## src/design/cv3_pkg.sv

```systemverilog
// ----------------------------------------------------------------------------
// cv3_pkg: shared types and constants of the 3x3 convolution filter
// Pixel, window and coefficient types, register indexes and fixed limits.
// ----------------------------------------------------------------------------
package cv3_pkg;

    localparam int PLANES      = 3;
    localparam int SAMPLE_W    = 8;
    localparam int PIXEL_W     = PLANES * SAMPLE_W;
    localparam int KERNEL_SIZE = 3;
    localparam int KERN_TAPS   = KERNEL_SIZE * KERNEL_SIZE;
    localparam int NUM_TAPS    = 6;
    localparam int HW          = 13;
    localparam int ROW_W       = 12;
    localparam int MAX_HEIGHT  = 4096;
    localparam int GAIN_W      = 18;
    localparam int PROD_W      = 17;
    localparam int SUM_W       = 20;
    localparam int SCL_W       = SUM_W + GAIN_W;
    localparam int RND_W       = SCL_W + 2;
    localparam int FRAC_W      = 17;
    localparam int CFG_IDX_W   = 3;
    localparam int CFG_DATA_W  = 48;

    localparam logic [CFG_IDX_W-1:0] REG_IMAGE_WIDTH   = 3'd0;
    localparam logic [CFG_IDX_W-1:0] REG_IMAGE_HEIGHT  = 3'd1;
    localparam logic [CFG_IDX_W-1:0] REG_PLANES_IN_USE = 3'd2;
    localparam logic [CFG_IDX_W-1:0] REG_COEF_TOP_MID  = 3'd3;
    localparam logic [CFG_IDX_W-1:0] REG_COEF_BOTTOM   = 3'd4;
    localparam logic [CFG_IDX_W-1:0] REG_GAIN          = 3'd5;

    typedef logic [SAMPLE_W-1:0] sample_t;
    typedef logic [PIXEL_W-1:0]  pixel_t;
    typedef pixel_t  [KERN_TAPS-1:0] window_t;
    typedef sample_t [KERN_TAPS-1:0] lane_win_t;
    typedef logic [KERN_TAPS-1:0][SAMPLE_W-1:0] coefs_t;

    typedef struct packed {
        logic fire;
        logic emit;
        logic last;
    } win_stat_t;

    typedef struct packed {
        logic s1_en;
        logic s2_en;
        logic s3_en;
    } lane_ctl_t;

endpackage

```

## src/design/cv3_lane.sv

```systemverilog
// ----------------------------------------------------------------------------
// cv3_lane: one plane of the 3x3 convolution
// Nine products, their sum, the gain multiply, then add one half and
// truncate toward zero.
// ----------------------------------------------------------------------------
module cv3_lane
    import cv3_pkg::*;
(
    input  logic                     clk,
    input  lane_ctl_t                ctl,
    input  lane_win_t                samples,
    input  coefs_t                   coefs,
    input  logic signed [GAIN_W-1:0] gain,
    output sample_t                  result
);

    logic signed [KERN_TAPS-1:0][PROD_W-1:0] prod_reg;
    logic signed [KERN_TAPS-1:0][PROD_W-1:0] prod_next;
    logic signed [SUM_W-1:0]                 sum_reg;
    logic signed [SUM_W-1:0]                 sum_next;
    logic signed [SCL_W-1:0]                 scaled_reg;
    logic signed [SCL_W-1:0]                 scaled_next;
    logic signed [SUM_W-1:0]                 row_sum [KERNEL_SIZE];
    logic signed [RND_W-1:0]                 rnd;
    logic                                    adj;

    always_comb
    begin
        for (int i = 0; i < KERN_TAPS; i++)
        begin
            prod_next[i] = $signed({{(PROD_W-SAMPLE_W){coefs[i][SAMPLE_W-1]}}, coefs[i]})
                         * $signed({{(PROD_W-SAMPLE_W){1'b0}}, samples[i]});
        end
    end

    always_comb
    begin
        for (int r = 0; r < KERNEL_SIZE; r++)
        begin
            row_sum[r] = SUM_W'($signed(prod_reg[3*r]))
                       + SUM_W'($signed(prod_reg[3*r+1]))
                       + SUM_W'($signed(prod_reg[3*r+2]));
        end
        sum_next = row_sum[0] + row_sum[1] + row_sum[2];
    end

    assign scaled_next = SCL_W'(sum_reg) * SCL_W'(gain);

    always_ff @(posedge clk)
    begin
        if (ctl.s1_en)
        begin
            prod_reg <= prod_next;
        end
        if (ctl.s2_en)
        begin
            sum_reg <= sum_next;
        end
        if (ctl.s3_en)
        begin
            scaled_reg <= scaled_next;
        end
    end

    // truncate toward zero: floor, then step up when negative with a fraction
    assign rnd    = $signed({scaled_reg[SCL_W-1], scaled_reg, 1'b0})
                  + $signed(RND_W'(65536));
    assign adj    = rnd[RND_W-1] & (|rnd[FRAC_W-1:0]);
    assign result = rnd[FRAC_W+SAMPLE_W-1:FRAC_W] + SAMPLE_W'(adj);

endmodule

```

## config.mk

```make
export PLATFORM = sky130hd
export DESIGN_NAME = cv3_lane
export DESIGN_NICKNAME = d
export VERILOG_FILES = /design/src/design/cv3_pkg.sv /design/src/design/cv3_lane.sv
export SDC_FILE = /design/constraint.sdc
export NUM_CORES = 2
export LEC_CHECK = 0
export BUFFER_PORTS_ARGS = -buffer_cell sky130_fd_sc_hd__buf_2
export CAP_MARGIN = 10
export CORE_UTILIZATION = 34
export CTS_CLUSTER_DIAMETER = 120
export DETAILED_ROUTE_END_ITERATION = 16
export HOLD_SLACK_MARGIN = 0.08
export SLEW_MARGIN = 40
export SYNTH_ARGS = -nofsm -noshare
export SYNTH_HDL_FRONTEND = slang
export SYNTH_SLANG_ARGS = --single-unit
```

## constraint.sdc

```tcl
create_clock -name clk -period 9.4 [get_ports clk]
set_clock_uncertainty 0.1 [all_clocks]
set_input_delay 0.94 -clock clk [delete_from_list [all_inputs] [get_ports clk]]
set_output_delay 0.94 -clock clk [all_outputs]
set_load 0.03 [all_outputs]
```

==> reports/qor.csv <==
stage,metric,value,unit
status,status,"complete, no violations",
yosys,cells after synthesis,4311,
yosys,syn_area_per_cell,9.91,µm²
place,number of port buffers,173,
yosys,post-synthesis compound-gate area fraction,4.20,%
worst_setup_path,Reg-to-Reg End,scaled_reg[37]$_DFFE_PP_,
floorplan,io pins,174,
worst_setup_path,Max Fanout on Critical Path,18,
yosys,Post-Synth Simple-Gate Area,15.0,%
grt,first-pass GRT wire length,165000,µm
floorplan,die area,127000,µm²
cts,Clock Tree Buf Depth,3,
cells_and_area,Final nets,5946,
sta,Slew headroom,38.5,%
routing,WL final,99900,µm
worst_setup_path,Setup Crit Path Kind,input port to register,
yosys,number of synthesized register bits,211,
cts,post-CTS sizing,0,
worst_setup_path,crit path from,gain[17],
cts,Num CTS Buffers,24,
cts,CTS tree,done,
routing,vias per inst,4.68,
sta,Setup TNS,0,ns
floorplan,core area,124000,µm²
sta,part of the cycle the worst path needs,76.0,%
cells_and_area,most frequent cells in the layout,"inv_1, fa_1, ha_1, and2_1, nand2_1",
place,Setup WS pre-CTS,1.72,ns
floorplan,initial core utilization,34.4,%
sta,final worst setup slack,2.26,ns
floorplan,Chip Width,356,µm
worst_setup_path,Critical Path AT,7.34,ns
floorplan,Std-Cell Rows,129,
yosys,Synth Cell Area,42700,µm²
floorplan,Die Height,356,µm
cts,"CTS clk-pin slew, worst paths",0.06,ns
sta,Least-Margin Pin Slew,0.922,ns
cts,Post CTS Setup Buffer Count,0,
sta,fmax,140,MHz
routing,average routed wire per standard cell,16.3,µm
cts,hold_buf cts,0,
sta,RSZ-0062 raised after global routing,no,
cells_and_area,layout cells sized above 1,5.61,%
place,detailed placement HPWL,85100,µm
yosys,"Seq/Total Area, Yosys",14.8,%
grt,pin count of the biggest net entering global routing,91,
routing,Initial DRC Count,1454,
worst_setup_path,crit start category,input port,
sta,Final setup viols,0,
worst_setup_path,worst reg2reg startpoint,sum_reg[12]$_DFFE_PP_,
sta,clock period minus final worst setup slack,7.14,ns
worst_setup_path,Worst R2R Setup Slack,2.28,ns
job,max-cap violations,0,
cells_and_area,"commonest non-fill, non-tap cell in the layout",inv_1,
worst_setup_path,Reg2Reg Depth,19,
cells_and_area,max reg flops,153,
cells_and_area,Final Non-Filler Cells,6118,
yosys,"Primary FF master, synth",edfxtp_1,
grt,initial antenna violation count,12,
min_path,Hold Path Class,input port to register,
yosys,count of cell types in the netlist,74,
cts,Root Driver,clkbuf_16,
worst_setup_path,worst path required time,9.59,ns
routing,via count,28648,
yosys,Adder-Cell Fraction of Synth Area,53.1,%
routing,Post-route DRC,0,
yosys,fraction of synthesized area in multiplexers,0,%
yosys,XOR/XNOR Fraction of Synth Area,3.32,%
cts,TritonCTS Sinks,211,
cells_and_area,Syn-to-layout area delta,8.41,%
yosys,main combinational cell family by area after synthesis,adder cells,
cells_and_area,final instance area,46300,µm²
worst_setup_path,worst setup path end,scaled_reg[37]$_DFFE_PP_,
yosys,ranking of synthesized cells by area,"fa_1, ha_1, edfxtp_1, inv_1, and2_1",
cts,clock latency on the worst-skew pair,0.57,ns
yosys,Post-synth EDFFs,211,
grt,vias in the first global route,31176,
routing,Pre-antenna DRT Iters,6,
place,area post-placement,45500,µm²
yosys,fraction of registers with async set/reset,0,%
yosys,Synth Warn #,0,
routing,Post-DRT Antenna Nets,0,
yosys,Post-Syn Nets,5799,
yosys,cell accounting for the most synthesized area,fa_1,
sta,"Slew Viols, Final",0,
yosys,post-synth top area share,38.2,%
place,Cells after DPL,6065,
sta,endpoints failing hold,0,
grt,GRT Total Usage,16.3,%
place,RD Place Congestion,0.863,
worst_setup_path,CP Capture Type,register,
grt,gr ovfl total,0,
cts,CTS H-tree depth,1,
-- metal layers --
metal | GRT usage, % | vias to the layer above | wire length [µm]
met1 | 20.3 | 14621 | 41700
met4 | 2.76 | 12 | 1680
li1 | - | 13447 | -
met3 | 1.52 | 90 | 3440
met5 | 0 | - | 67
met2 | 30.6 | 478 | 53100
-- cell usage after synthesis (all sizes together), types with 3 or more instances --
library cell  number
a21oi             86
nand3             25
and3               9
nor2             137
or2                9
a21boi            18
o41a               4
a41oi              9
clkbuf            62
nand4             11
nor2b             29
buf                4
a221o              3
nand2b            64
nor4               5
a311oi             3
a211oi             4
o311a              3
o31ai              3
a31oi             11
ha               507
o41ai              5
inv             1017
a21o              22
or3               11
edfxtp           211
xnor2            136
o21ai             63
xor2              26
and2             481
fa               815
nor3              35
nand2            433
o21a               9
a41o               5
-- kinds of logic after synthesis --
| family | count (synthesis) |
|---|---|
| simple gates | 1261 |
| flops | 211 |
| xor+xnor | 162 |
| compound gates | 271 |
| fa+ha+maj | 1322 |
| buf+inv | 1084 |
-- per-stage QoR --
stage,hold WS (ns),utilization (%)
floorplan,0.526,-
global placement,0.769,36.6
detailed placement,0.739,36.6
CTS,0.674,37.3
global route,0.694,37.3
finish,0.700,37.3
-- cell type report --
cell class                 instances  area, µm²
antenna                            5       12.5
clock buffer                      28        616
clock inverter                    16        159
fill                           12417      77800
inverter                        1018       3820
multi-input combinational       3016      32300
sequential                       211       6340
tap                             1637       2050
timing repair buffer             187       1020
-- critical path: stages --
cell	delay, ns
buf_2	0.14
clkinv_1	0.55
nor2_1	0.31
fa_1	0.47
fa_1	0.48
fa_1	0.51
fa_1	0.42
fa_1	0.49
inv_1	0.05
fa_1	0.47
inv_1	0.04
ha_1	0.40
and4_4	0.25
and2_1	0.14
a221o_1	0.32
a221oi_2	0.44
a311oi_1	0.28
o41ai_4	0.38
o21ai_2	0.11
xnor2_1	0.13
-- worst min path at each step --
stage,start,endpoint,depth (start not counted)
after floorplan,sum_reg[0]$_DFFE_PP_,scaled_reg[0]$_DFFE_PP_,1
after global placement,sum_reg[0]$_DFFE_PP_,scaled_reg[0]$_DFFE_PP_,2
after detailed placement,prod_reg[85]$_DFFE_PP_,sum_reg[0]$_DFFE_PP_,3
after CTS,samples[8],prod_reg[17]$_DFFE_PP_,2
after global routing,samples[8],prod_reg[17]$_DFFE_PP_,2
final,samples[8],prod_reg[17]$_DFFE_PP_,2
Power is left out: the tool's default activity adds up to more than one toggle a clock period on the data nets, which glitch-free logic cannot reach.
